## src/rtl/core/bpa_pkg.sv

```systemverilog
package bpa_pkg;

  // Fixed field widths of the stream words
  localparam int unsigned ORDER_W     = 3;
  localparam int unsigned ADDR_W      = 32;
  localparam int unsigned STATUS_W    = 2;
  localparam int unsigned IN_TDATA_W  = 40;
  localparam int unsigned OUT_TDATA_W = 40;

  // Request kinds
  localparam logic MODE_ALLOC = 1'b0;
  localparam logic MODE_FREE  = 1'b1;

  // Result status codes
  localparam logic [STATUS_W-1:0] ST_OK        = 2'd0;
  localparam logic [STATUS_W-1:0] ST_NO_FREE   = 2'd1;
  localparam logic [STATUS_W-1:0] ST_BAD_ORDER = 2'd2;
  localparam logic [STATUS_W-1:0] ST_BAD_ADDR  = 2'd3;

  // Bitmap RAM access strobes
  typedef struct packed {
    logic rd;
    logic wr;
  } map_cmd_t;

  // Finished result offered by the sequencer
  typedef struct packed {
    logic                valid;
    logic [STATUS_W-1:0] status;
    logic [ADDR_W-1:0]   block;
  } bpa_res_t;

endpackage

```

## src/rtl/core/bpa_map_ram.sv

```systemverilog
// Free bitmap store: one row per TOP_PAGES blocks, all orders in one RAM.
// Row valid bits stand in for the reset contents.
module bpa_map_ram #(
  parameter int unsigned ROWS = 15,
  parameter int unsigned RAW  = 4,
  parameter int unsigned W    = 16
) (
  input  logic               clk_i,
  input  logic               rst_ni,
  input  bpa_pkg::map_cmd_t  cmd_i,
  input  logic [RAW-1:0]     addr_i,
  input  logic [W-1:0]       wdata_i,
  output logic [W-1:0]       rdata_o
);

  // Top-order row: all blocks free except the last one
  localparam logic [W-1:0] TOP_RESET = {1'b0, {(W-1){1'b1}}};

  logic [W-1:0] mem_q [ROWS];
  logic [ROWS-1:0] vld_q;
  logic [W-1:0] rd_data_q;
  logic         rd_vld_q;
  logic         rd_top_q;

  // Row storage
  always_ff @(posedge clk_i) begin
    if (cmd_i.wr) begin
      mem_q[addr_i] <= wdata_i;
    end
    if (cmd_i.rd) begin
      rd_data_q <= mem_q[addr_i];
    end
  end

  // Written-since-reset marks and read tags
  always_ff @(posedge clk_i or negedge rst_ni) begin
    if (!rst_ni) begin
      vld_q    <= '0;
      rd_vld_q <= 1'b0;
      rd_top_q <= 1'b0;
    end else begin
      if (cmd_i.wr) begin
        vld_q[addr_i] <= 1'b1;
      end
      if (cmd_i.rd) begin
        rd_vld_q <= vld_q[addr_i];
        rd_top_q <= (addr_i == '0);
      end
    end
  end

  // Unwritten rows read as their reset contents
  always_comb begin
    if (rd_vld_q) begin
      rdata_o = rd_data_q;
    end else if (rd_top_q) begin
      rdata_o = TOP_RESET;
    end else begin
      rdata_o = '0;
    end
  end

endmodule

```

## src/rtl/core/bpa_seq.sv

```systemverilog
// Request sequencer: walks the orders with one row read-modify-write unit.
module bpa_seq #(
  parameter int unsigned LOG_MIN   = 8,
  parameter int unsigned TOP_ORDER = 3,
  parameter int unsigned LOG_TP    = 4,
  parameter int unsigned RAW       = 4,
  parameter int unsigned W         = 16
) (
  input  logic                          clk_i,
  input  logic                          rst_ni,
  input  logic                          start_i,
  input  logic                          mode_i,
  input  logic [bpa_pkg::ORDER_W-1:0]   order_i,
  input  logic [bpa_pkg::ADDR_W-1:0]    address_i,
  input  logic [bpa_pkg::ADDR_W-1:0]    region_base_i,
  input  logic                          out_free_i,
  output logic                          idle_o,
  output bpa_pkg::bpa_res_t             res_o,
  output bpa_pkg::map_cmd_t             map_cmd_o,
  output logic [RAW-1:0]                map_addr_o,
  output logic [W-1:0]                  map_wdata_o,
  input  logic [W-1:0]                  map_rdata_i
);

  localparam int unsigned IDXW       = LOG_TP + TOP_ORDER;
  localparam int unsigned RW         = TOP_ORDER;
  localparam int unsigned LOG_REGION = IDXW + LOG_MIN;

  localparam logic [3:0] S_IDLE      = 4'd0;
  localparam logic [3:0] S_FREE_RD   = 4'd1;
  localparam logic [3:0] S_FREE_CHK  = 4'd2;
  localparam logic [3:0] S_ALLOC_RD  = 4'd3;
  localparam logic [3:0] S_ALLOC_CHK = 4'd4;
  localparam logic [3:0] S_SPLIT_RD  = 4'd5;
  localparam logic [3:0] S_SPLIT_WR  = 4'd6;
  localparam logic [3:0] S_ADDR      = 4'd7;
  localparam logic [3:0] S_SUM       = 4'd8;
  localparam logic [3:0] S_DONE      = 4'd9;

  logic [3:0]                        state_q, state_d;
  logic [bpa_pkg::ORDER_W-1:0]       ord_q, ord_d;
  logic [bpa_pkg::ORDER_W-1:0]       o_q, o_d;
  logic [IDXW-1:0]                   idx_q, idx_d;
  logic [RW-1:0]                     r_q, r_d;
  logic [bpa_pkg::STATUS_W-1:0]      status_q, status_d;
  logic [bpa_pkg::ADDR_W-1:0]        blk_q, blk_d;
  logic [bpa_pkg::ADDR_W-1:0]        shift_q, shift_d;

  // First row of an order: top order at row 0, each lower order below it
  function automatic logic [RAW-1:0] order_base(input logic [bpa_pkg::ORDER_W-1:0] o);
    logic [31:0] b;
    b = (32'd1 << (TOP_ORDER - 32'(o))) - 32'd1;
    return b[RAW-1:0];
  endfunction

  // RAM row holding block idx of order o
  function automatic logic [RAW-1:0] row_of(input logic [bpa_pkg::ORDER_W-1:0] o,
                                            input logic [IDXW-1:0] idx);
    logic [IDXW-1:0] r;
    r = idx >> LOG_TP;
    return order_base(o) + RAW'(r);
  endfunction

  // Lowest set bit of a row
  function automatic logic [LOG_TP-1:0] first_set(input logic [W-1:0] row);
    logic [LOG_TP-1:0] c;
    c = '0;
    for (int i = W - 1; i >= 0; i--) begin
      if (row[i]) begin
        c = LOG_TP'(i);
      end
    end
    return c;
  endfunction

  logic [32:0]             diff;
  logic [32:0]             diff_hi;
  logic [31:0]             off_sh;
  logic                    outside;
  logic [LOG_TP-1:0]       col;
  logic [LOG_TP-1:0]       bcol;
  logic [LOG_TP-1:0]       fcol;
  logic [IDXW-1:0]         fidx;
  logic [RW-1:0]           last_row;
  logic [63:0]             sh;

  // Request checks and offset to block index
  assign diff    = {1'b0, address_i} - {1'b0, region_base_i};
  assign diff_hi = {1'b0, diff[31:0]} >> LOG_REGION;
  assign outside = diff[32] | (diff_hi != '0);
  assign off_sh  = diff[31:0] >> (LOG_MIN + 32'(order_i));

  // Row unit operands
  assign col      = idx_q[LOG_TP-1:0];
  assign bcol     = col ^ LOG_TP'(1);
  assign fcol     = first_set(map_rdata_i);
  assign fidx     = IDXW'({r_q, fcol});
  assign last_row = RW'((32'd1 << (TOP_ORDER - 32'(o_q))) - 32'd1);
  assign sh       = {{(64 - IDXW){1'b0}}, idx_q} << (LOG_MIN + 32'(ord_q));

  // Sequencer
  always_comb begin
    state_d     = state_q;
    ord_d       = ord_q;
    o_d         = o_q;
    idx_d       = idx_q;
    r_d         = r_q;
    status_d    = status_q;
    blk_d       = blk_q;
    shift_d     = shift_q;
    map_cmd_o   = '0;
    map_addr_o  = row_of(o_q, idx_q);
    map_wdata_o = map_rdata_i;

    unique case (state_q)
      S_IDLE: begin
        if (start_i) begin
          status_d = bpa_pkg::ST_OK;
          blk_d    = '0;
          o_d      = order_i;
          ord_d    = order_i;
          r_d      = '0;
          idx_d    = off_sh[IDXW-1:0];
          if (32'(order_i) > TOP_ORDER) begin
            status_d = bpa_pkg::ST_BAD_ORDER;
            state_d  = S_DONE;
          end else if (mode_i == bpa_pkg::MODE_FREE) begin
            if (outside) begin
              status_d = bpa_pkg::ST_BAD_ADDR;
              state_d  = S_DONE;
            end else begin
              state_d = S_FREE_RD;
            end
          end else begin
            state_d = S_ALLOC_RD;
          end
        end
      end
      S_FREE_RD: begin
        map_cmd_o.rd = 1'b1;
        state_d      = S_FREE_CHK;
      end
      S_FREE_CHK: begin
        map_cmd_o.wr = 1'b1;
        // merge with a free buddy, else mark this block free
        if (32'(o_q) < TOP_ORDER && map_rdata_i[bcol]) begin
          map_wdata_o = map_rdata_i & ~(W'(1) << bcol);
          idx_d       = idx_q >> 1;
          o_d         = o_q + 1'b1;
          state_d     = S_FREE_RD;
        end else begin
          map_wdata_o = map_rdata_i | (W'(1) << col);
          state_d     = S_DONE;
        end
      end
      S_ALLOC_RD: begin
        map_cmd_o.rd = 1'b1;
        map_addr_o   = order_base(o_q) + RAW'(r_q);
        state_d      = S_ALLOC_CHK;
      end
      S_ALLOC_CHK: begin
        map_addr_o = order_base(o_q) + RAW'(r_q);
        if (map_rdata_i != '0) begin
          map_cmd_o.wr = 1'b1;
          map_wdata_o  = map_rdata_i & ~(W'(1) << fcol);
          if (o_q > ord_q) begin
            o_d     = o_q - 1'b1;
            idx_d   = fidx << 1;
            state_d = S_SPLIT_RD;
          end else begin
            idx_d   = fidx;
            state_d = S_ADDR;
          end
        end else if (r_q == last_row) begin
          if (32'(o_q) == TOP_ORDER) begin
            status_d = bpa_pkg::ST_NO_FREE;
            state_d  = S_DONE;
          end else begin
            o_d     = o_q + 1'b1;
            r_d     = '0;
            state_d = S_ALLOC_RD;
          end
        end else begin
          r_d     = r_q + 1'b1;
          state_d = S_ALLOC_RD;
        end
      end
      S_SPLIT_RD: begin
        map_cmd_o.rd = 1'b1;
        state_d      = S_SPLIT_WR;
      end
      S_SPLIT_WR: begin
        // upper half of the split goes free
        map_cmd_o.wr = 1'b1;
        map_wdata_o  = map_rdata_i | (W'(1) << (col | LOG_TP'(1)));
        if (o_q > ord_q) begin
          o_d     = o_q - 1'b1;
          idx_d   = idx_q << 1;
          state_d = S_SPLIT_RD;
        end else begin
          state_d = S_ADDR;
        end
      end
      S_ADDR: begin
        shift_d = sh[31:0];
        state_d = S_SUM;
      end
      S_SUM: begin
        blk_d   = region_base_i + shift_q;
        state_d = S_DONE;
      end
      S_DONE: begin
        if (out_free_i) begin
          state_d = S_IDLE;
        end
      end
      default: begin
        state_d = S_IDLE;
      end
    endcase
  end

  always_ff @(posedge clk_i or negedge rst_ni) begin
    if (!rst_ni) begin
      state_q <= S_IDLE;
    end else begin
      state_q <= state_d;
    end
  end

  always_ff @(posedge clk_i) begin
    ord_q    <= ord_d;
    o_q      <= o_d;
    idx_q    <= idx_d;
    r_q      <= r_d;
    status_q <= status_d;
    blk_q    <= blk_d;
    shift_q  <= shift_d;
  end

  assign idle_o       = (state_q == S_IDLE);
  assign res_o.valid  = (state_q == S_DONE);
  assign res_o.status = status_q;
  assign res_o.block  = blk_q;

endmodule

```

## src/rtl/core/buddy_page_allocator.sv

```systemverilog
// Binary buddy page allocator. The region starts at region_base and holds
// TOP_PAGES blocks of order TOP_ORDER; a block of order o is MIN_PAGE_BYTES << o
// bytes (MIN_PAGE_BYTES, TOP_PAGES powers of two). Each request word carries the
// kind in tuser (0 allocate, 1 free), and returns one result word with a
// status and, for a successful allocate, the block address. Free bitmaps of
// all orders share one RAM with one row per TOP_PAGES blocks; each step of
// the walk is one access of that single port. A free reads the row of its
// block, writes it back and moves up one order per merge with a free buddy.
// An allocate scans rows from the requested order upward until a free block
// is found, splits it down to the requested order, then shifts the index and
// adds region_base to form the address; if it finds nothing it returns a
// no-free status. Bad order or address requests skip the walk. A new request
// is taken while the previous result still waits on the output. The top-order
// last block is reserved after reset; double frees are not detected.
module buddy_page_allocator #(
  parameter int unsigned MIN_PAGE_BYTES = 256,
  parameter int unsigned TOP_ORDER      = 3,
  parameter int unsigned TOP_PAGES      = 16
) (
  input  logic                                clk_i,
  input  logic                                rst_ni,
  // Configuration: region_base
  input  logic                                cfg_we_i,
  input  logic [bpa_pkg::ADDR_W-1:0]          cfg_wdata_i,
  // Requests
  input  logic                                s_axis_tvalid_i,
  output logic                                s_axis_tready_o,
  input  logic [bpa_pkg::IN_TDATA_W-1:0]      s_axis_tdata_i,  // order[2:0], address[34:3]
  input  logic                                s_axis_tuser_i,  // mode
  // Results
  output logic                                m_axis_tvalid_o,
  input  logic                                m_axis_tready_i,
  output logic [bpa_pkg::OUT_TDATA_W-1:0]     m_axis_tdata_o   // status[1:0], block_address[33:2]
);

  localparam int unsigned LOG_MIN = $clog2(MIN_PAGE_BYTES);
  localparam int unsigned LOG_TP  = $clog2(TOP_PAGES);
  localparam int unsigned ROWS    = (2 ** (TOP_ORDER + 1)) - 1;
  localparam int unsigned RAW     = TOP_ORDER + 1;

  logic [bpa_pkg::ADDR_W-1:0]   region_base_q;
  logic                         idle;
  logic                         start;
  logic                         out_free;
  bpa_pkg::bpa_res_t            res;
  bpa_pkg::map_cmd_t            map_cmd;
  logic [RAW-1:0]               map_addr;
  logic [TOP_PAGES-1:0]         map_wdata;
  logic [TOP_PAGES-1:0]         map_rdata;
  logic                         out_vld_q;
  logic [bpa_pkg::STATUS_W-1:0] out_status_q;
  logic [bpa_pkg::ADDR_W-1:0]   out_block_q;

  // Region base register
  always_ff @(posedge clk_i or negedge rst_ni) begin
    if (!rst_ni) begin
      region_base_q <= '0;
    end else if (cfg_we_i) begin
      region_base_q <= cfg_wdata_i;
    end
  end

  assign s_axis_tready_o = idle;
  assign start           = s_axis_tvalid_i & idle;
  assign out_free        = ~out_vld_q | m_axis_tready_i;

  bpa_seq #(
    .LOG_MIN   (LOG_MIN),
    .TOP_ORDER (TOP_ORDER),
    .LOG_TP    (LOG_TP),
    .RAW       (RAW),
    .W         (TOP_PAGES)
  ) u_seq (
    .clk_i         (clk_i),
    .rst_ni        (rst_ni),
    .start_i       (start),
    .mode_i        (s_axis_tuser_i),
    .order_i       (s_axis_tdata_i[2:0]),
    .address_i     (s_axis_tdata_i[34:3]),
    .region_base_i (region_base_q),
    .out_free_i    (out_free),
    .idle_o        (idle),
    .res_o         (res),
    .map_cmd_o     (map_cmd),
    .map_addr_o    (map_addr),
    .map_wdata_o   (map_wdata),
    .map_rdata_i   (map_rdata)
  );

  bpa_map_ram #(
    .ROWS (ROWS),
    .RAW  (RAW),
    .W    (TOP_PAGES)
  ) u_map (
    .clk_i   (clk_i),
    .rst_ni  (rst_ni),
    .cmd_i   (map_cmd),
    .addr_i  (map_addr),
    .wdata_i (map_wdata),
    .rdata_o (map_rdata)
  );

  // Output word register
  always_ff @(posedge clk_i or negedge rst_ni) begin
    if (!rst_ni) begin
      out_vld_q <= 1'b0;
    end else if (out_free) begin
      out_vld_q <= res.valid;
    end
  end

  always_ff @(posedge clk_i) begin
    if (out_free && res.valid) begin
      out_status_q <= res.status;
      out_block_q  <= res.block;
    end
  end

  assign m_axis_tvalid_o = out_vld_q;
  assign m_axis_tdata_o  = {6'd0, out_block_q, out_status_q};

endmodule
```

## config.mk

```make
export PLATFORM = sky130hd
export DESIGN_NAME = buddy_page_allocator
export DESIGN_NICKNAME = d
export VERILOG_FILES = /design/src/rtl/core/bpa_pkg.sv /design/src/rtl/core/bpa_map_ram.sv /design/src/rtl/core/bpa_seq.sv /design/src/rtl/core/buddy_page_allocator.sv
export SDC_FILE = /design/constraint.sdc
export NUM_CORES = 1
export LEC_CHECK = 0
export CAP_MARGIN = 40
export CORE_UTILIZATION = 35
export DETAILED_ROUTE_END_ITERATION = 10
export DONT_BUFFER_PORTS = 1
export HOLD_SLACK_MARGIN = 0.15
export PLACE_DENSITY_LB_ADDON = 0.08
export SLEW_MARGIN = 25
export SYNTH_ARGS = -nofsm -noshare
export SYNTH_HDL_FRONTEND = slang
export SYNTH_SLANG_ARGS = --single-unit
```

## constraint.sdc

```tcl
create_clock -name clk_i -period 4.9 [get_ports clk_i]
set_input_delay 0.98 -clock clk_i [delete_from_list [all_inputs] [get_ports clk_i]]
set_output_delay 0.98 -clock clk_i [all_outputs]
set_load 0.02 [all_outputs]
```

==> results_dict.tcl, run 1 <==
set metrics [dict create \
    status "complete, no violations" \
    nets 1796 \
    die_area_mm2 0.0593 \
    grt_pass1_wl_mm 83.6 \
    relSlewSlack_pct 45.8 \
    end_kind "flip-flop" \
    wirelength_mm 54.7 \
    cpPeakStageDelay_ns 0.66 \
    first_pass_iters 7 \
    finalCritPeriodShare_pct 86.5 \
    hold_viol_final 0 \
    grt_pass1_vias 13344 \
    synth_top_family_by_area "compound AO/OA/AOI/OAI gates" \
    synth-compound-area-share_pct 12.6 \
    io_pins 120 \
    skew_ns 0.0219 \
    vias 13102 \
    max_cap_viol_count 0 \
    final_util_pct 40.2 \
    grt_setup_unrepaired "false" \
    leakagePower_nw 8.41 \
    tightest_slew_ns 0.812 \
    io_buffer_count 0 \
    synth_adder_area_share_pct 3.69 \
    hold_class "in -> async" \
    slew_violations 0 \
    grtUsageTotal_pct 18.6 \
    routedWlPerCell_um 22.2 \
    async_reset_ff_share_pct 13.2 \
    synthFlopType "edfxtp_1" \
    cts_buffer_depth 3 \
    gp_congestion 0.890 \
    diodes 0 \
    powerDensity_mw_per_mm2 789 \
    viasPerCell 5.33 \
    fin_setup_tns_ns 0 \
    cts_buffers 46 \
    reg2reg_from "u_seq.state_q[1]" \
    root_buffer "clkbuf_16" \
    cts_sinks 408 \
    area_delta_synth_final_pct 13.7 \
    required_ns 5.18 \
    drtAntennaViolNets 0 \
    critical_path_class "reg -> reg" \
    synthCells 1614 \
    ys_ff_latch 408 \
    p_total_mw 18.3 \
    cts.htree.levels 2 \
    post_synth_and_or_nand_nor_area_fraction_pct 9.97 \
    critPathTopFamily "simple AND/OR/NAND/NOR gates" \
    grt_start_max_net_pins 64 \
    crit_path_top_delay_cell "dfrtp_1" \
    path_depth 12 \
    synth_area_mm2 0.0204 \
    finalSetupViolCount 0 \
    rows 88 \
    crit_path_start_kind "flip-flop" \
    dp_hpwl_mm 39.2 \
    vdd_ir_drop_max_mv 0.656 \
    drt_iter0_drc 818 \
    clk_latency_ns 0.60 \
    fmax_mhz 236 \
    synth.mux.area_fraction_pct 10.2 \
    antenna_found_initial 0 \
    worstPathArrival_ns 4.52 \
    crit_chain "nor2_1 > nor3b_1 > o22ai_1 > a21oi_1 > ha_1 > a21o_1 > a21oi_1 > xnor2_2 > buf_4 > nand2b_1 > nor2_2 > buf_4" \
    syn_area_per_cell_um2 12.7 \
    drcViolationCount 0 \
    yosys_warnings 0 \
    core_area_mm2 0.0577 \
    dieWidth_um 244 \
    synth_cell_types 92 \
    post_cts_buffers 0 \
    cp-startpoint "u_seq.state_q[1]" \
    synth_edf_count 354 \
    layout-drive-gt1-share_pct 17.1 \
    crit_buf_inv 2 \
    worstRegToRegCells 12 \
    synth_xor_area_share_pct 1.54 \
    die_y_um 244 \
    post-route-min-period_ns 4.24 \
    start_util_pct 35.4 \
    cp_max_fo 17 \
    grt_overflow 0 \
    cts_tree "done" \
    clk_pin_slew_ns 0.06 \
    seq_area_frac_synth_pct 58.7 \
]
## layout make-up
| type | count | area (um2) |
|---|---|---|
| fill | 5503 | 34500 |
| sequential | 408 | 12000 |
| clock inverter | 26 | 258 |
| inverter | 70 | 263 |
| tap | 765 | 957 |
| timing repair buffer | 75 | 666 |
| clock buffer | 57 | 1210 |
| multi-input combinational | 1058 | 7870 |
## metal layers
layer	up-vias	GRT usage (%)	share of wire, %
met1	6568	23.9	44
met4	0	5.15	2.0
met3	68	2.75	3.9
li1	6185	-	-
met5	-	0	0
met2	281	32.6	50
## final timing paths
path / to / slack (ns)
worst min-delay path: u_map.vld_q[2] / 0.24
worst min register to register: out_block_q[14] / 0.42
min in group clk_i: out_block_q[14] / 0.42
worst max register to register: u_map.mem_q[13][8] / 0.66
max in group asynchronous: region_base_q[10] / 4.33
worst max-delay path: u_map.mem_q[13][8] / 0.66
## cells by family after synthesis
family | count (synthesis)
adders and majority gates | 59
xor gates and xnor gates | 36
DFF | 408
other | 1
AOI/OAI and AO/OA | 394
buffers and inverters | 153
muxes | 126
and+or+nand+nor | 437
## cell usage after synthesis, drive strengths merged (4+ instances only)
cell / n / share of area (%)
a21o: 31 / 1.1
o22ai: 19 / 0.58
a21oi: 109 / 2.8
buf: 33 / 1.1
nand3: 24 / 0.59
or2: 21 / 0.64
a221oi: 4 / 0.17
nand2: 145 / 2.7
nor3: 33 / 0.83
o221ai: 4 / 0.20
or3: 9 / 0.30
nor4: 6 / 0.18
and2: 12 / 0.37
nor2: 127 / 2.3
mux4: 64 / 7.1
a31oi: 12 / 0.44
clkbuf: 50 / 0.92
nor3b: 4 / 0.17
ha: 57 / 3.5
a211oi: 15 / 0.60
nor2b: 12 / 0.38
a2111oi: 5 / 0.46
edfxtp: 354 / 52
dfrtp: 54 / 6.6
o21bai: 5 / 0.18
nand4: 9 / 0.31
mux2i: 47 / 2.3
xor2: 14 / 0.60
o31ai: 5 / 0.18
inv: 70 / 1.3
o21a: 6 / 0.22
o211ai: 10 / 0.37
nand2b: 19 / 0.58
and3: 5 / 0.15
a22o: 10 / 0.43
xnor2: 22 / 0.94
mux2: 15 / 0.86
o21ai: 124 / 3.1
a22oi: 4 / 0.15
## registers in the layout (all words and copies together) (netlist names), 2 cells and up
name,flops
out_block_q,32
out_status_q,2
region_base_q,32
u_map.mem_q,240
u_map.rd_data_q,16
u_map.vld_q,15
u_seq.blk_q,32
u_seq.idx_q,7
u_seq.o_q,3
u_seq.ord_q,3
u_seq.r_q,3
u_seq.shift_q,14
u_seq.state_q,4
u_seq.status_q,2
## placed cells by master, fill, tap and decap left out, types with 8 or more instances in the layout
master / count
nor2_2: 14
nor2b_1: 11
or2_2: 20
o22ai_1: 19
nor2_1: 112
nand2b_1: 19
nor3_1: 32
clkbuf_1: 10
inv_1: 70
a31oi_1: 11
mux2_2: 13
or3_1: 8
clkbuf_16: 47
nand2_1: 144
o211ai_1: 10
edfxtp_1: 354
xor2_1: 14
a22o_1: 10
clkinv_2: 13
a211oi_1: 12
mux2i_1: 47
a21o_1: 31
o21ai_1: 13
dfrtp_1: 54
buf_4: 64
nand3_1: 24
xnor2_1: 20
and2_1: 10
o21ai_0: 108
a21oi_1: 105
ha_1: 56
mux4_2: 64
nand4_1: 8
## per-stage QoR
step	cells	hold WS, ns	instance area, um2	worst slack (ns)
detailed placement	2375	0.405	21700	0.384
floorplan	1619	0.400	20400	0.363
CTS	2459	0.228	23200	0.605
finish	2459	0.237	23200	0.662
global placement	2367	0.400	21600	0.451
global route	2459	0.240	23200	0.292
## power breakdown
part	switching, mW	internal [mW]	total [mW]
Sequential	0.474	5.16	5.63
Clock	1.43	1.93	3.36
Combinational	5.33	3.98	9.31
Total	7.23	11.1	18.3
## worst register-to-register path, cell delays in order, from the launching register on
cell	delay [ns]
dfrtp_1	0.66
nor2_1	0.13
nor3b_1	0.46
o22ai_1	0.17
a21oi_1	0.29
ha_1	0.29
a21o_1	0.15
a21oi_1	0.22
xnor2_2	0.21
buf_4	0.35
nand2b_1	0.21
nor2_2	0.43
buf_4	0.35
## timing repair
action                                 in CTS  in global routing
resized for setup                           0                  0
hold buffers                                1                  0
endpoints found under the hold margin      54                  0
Power figures use the tool's default switching activity.
==> inputs of run 2 (changes only) <==
Clock period 4.9 ns to 4.65 ns, I/O delays scaled along.
==> results_dict.tcl, run 2 (synthesis results as in run 1) <==
set metrics [dict create \
    status "complete, no violations" \
    grt_pass1_vias 13352 \
    grtUsageTotal_pct 18.3 \
    first_pass_iters 5 \
    fin_ws_ns 0.447 \
    multiInputGateArea_mm2 0.00788 \
    skew_ns 0.0329 \
    tightest_slew_ns 0.850 \
    viasPerCell 5.32 \
    die_area_mm2 0.0593 \
    dp_hpwl_mm 39.0 \
    clk_pin_slew_ns 0.06 \
    io_pins 120 \
    start_util_pct 35.4 \
    max_cap_viol_count 0 \
    required_ns 4.94 \
    fin_setup_tns_ns 0 \
    diodes 0 \
    clk_latency_ns 0.60 \
    vdd_ir_drop_max_mv 0.718 \
    m1WireLength_mm 23.8 \
    slew_violations 0 \
    cts_buffers 46 \
    post-place-ws_ns 0.305 \
    crit_path_start_kind "flip-flop" \
    fmax_mhz 238 \
    worstRegToRegCells 12 \
    routed.top_layer "met4" \
    crit_path_top_delay_cell "dfrtp_1" \
    seqCellArea_mm2 0.0120 \
    hold_slack_ns 0.183 \
    dieWidth_um 244 \
    grt_overflow 0 \
    mostFrequentLayoutCell "edfxtp_1" \
    rows 88 \
    cts_tree "done" \
    end_kind "flip-flop" \
    cts_buffer_depth 3 \
    finalCritPeriodShare_pct 90.4 \
    drt_iter0_drc 813 \
    wl_met2_mm 26.8 \
    dp.cells 2376 \
    post-route-min-period_ns 4.20 \
    worst-r2r-setup-slack_ns 0.45 \
    wirelength_mm 54.0 \
    drtAntennaViolNets 0 \
    cpMostUsedCell "a21oi_1" \
    routedWlPerCell_um 21.9 \
    io_buffer_count 0 \
    worstPathArrival_ns 4.49 \
    core_area_mm2 0.0577 \
    reg2reg_to "u_map.mem_q[0][2]" \
    relSlewSlack_pct 42.7 \
    grt_start_max_net_pins 64 \
    critical_path_class "reg -> reg" \
    vias 13100 \
    antenna_found_initial 0 \
    leakagePower_nw 8.43 \
    cp-startpoint "u_seq.state_q[1]" \
    top_register "u_map.mem_q" \
    nets 1797 \
    hold_class "in -> async" \
    route.met3.wl_mm 1.99 \
    nFillCells 5481 \
    powerDensity_mw_per_mm2 834 \
    endpoint "u_map.mem_q[0][2]" \
    mostFrequentLayoutCells "edfxtp_1, nand2_1, nor2_1" \
    grt_setup_unrepaired "false" \
    area_delta_synth_final_pct 13.9 \
    reg2reg_from "u_seq.state_q[1]" \
    cpPeakStageDelay_ns 0.65 \
    cts.htree.levels 2 \
    stdcell_count 2463 \
    gp_congestion 0.867 \
    root_buffer "clkbuf_16" \
    cp_max_fo 16 \
    crit_chain "nor2_1 > nor3b_1 > o22ai_1 > a21oi_1 > ha_1 > a21o_1 > a21oi_1 > xnor2_2 > nand2b_1 > nor3_1 > and2_1 > buf_4" \
    grt_pass1_wl_mm 83.1 \
    drcViolationCount 0 \
    layout-drive-gt1-share_pct 17.2 \
    hold_viol_final 0 \
    cts_sinks 408 \
    finalSetupViolCount 0 \
    die_y_um 244 \
    largest_register_ff_count 240 \
]
==> run 2: changes by cell type in the layout (fill, tap and decap cells not counted), sizes merged <==
cell      delta
clkbuf       +8
clkinv       -4
buf          +1
inv          +1
clkinvlp     -2
==> run 2: worst min-delay path by stage <==
stage                          from         endpoint  slack (ns)  cells past startpoint
finish                       rst_ni   u_map.vld_q[8]        0.18                      1
global route                 rst_ni   u_map.vld_q[8]        0.19                      1
floorplan            u_seq.blk_q[0]   out_block_q[0]        0.40                      0
global placement    u_seq.blk_q[26]  out_block_q[26]        0.40                      0
CTS                          rst_ni   u_map.vld_q[8]        0.17                      1
detailed placement   u_seq.blk_q[3]   out_block_q[3]        0.40                      0
==> run 2: timing repair <==
| item | 4_1_cts | 5_1_grt |
|---|---|---|
| resized for setup | 0 | 0 |
| setup buffers | 0 | 0 |
| endpoints found under the setup margin | 0 | 0 |
| hold buffers | 1 | 0 |
| hold endpoints to repair | 54 | 0 |
==> run 2: stage by stage <==
stage,utilization [%],area (um2),power [mW]
final,40.3,23200,19.4
after global routing,40.3,23200,20.6
after CTS,40.3,23200,19.7
after detailed placement,37.6,21700,16.0
after global placement,37.6,21700,15.9
after floorplan,-,20400,12.6
==> run 2: worst max-delay path: cells and delay by family (launching register included) <==
kind                       cells  cell delay [ns]
AOI/OAI and AO/OA              4             0.80
xor gates and xnor gates       1             0.17
adders and majority gates      1             0.29
buffers and inverters          1             0.29
DFF                            1             0.65
and+or+nand+nor                5             1.70
==> run 2: final cells by class <==
| type | count | share of cell area [%] |
|---|---|---|
| clock buffers | 65 | 5.48 |
| inverters | 70 | 1.13 |
| repair buffers | 76 | 2.83 |
| well taps | 765 | 4.12 |
| clock inverters | 21 | 1.01 |
| flip-flops and latches | 408 | 51.5 |
| multi-input cells | 1058 | 33.9 |
==> run 2: power by group <==
part           total, mW  switching, mW  internal, mW
combinational       9.88           5.63          4.25
sequential          5.91          0.473          5.44
clock               3.60           1.50          2.10
total               19.4           7.61          11.8
==> run 2: routing by layer <==
metal | track usage (%) | vias up
li1 | - | 6199
met1 | 23.7 | 6580
met2 | 31.7 | 249
met3 | 2.59 | 72
met4 | 5.77 | 0
met5 | 0 | -
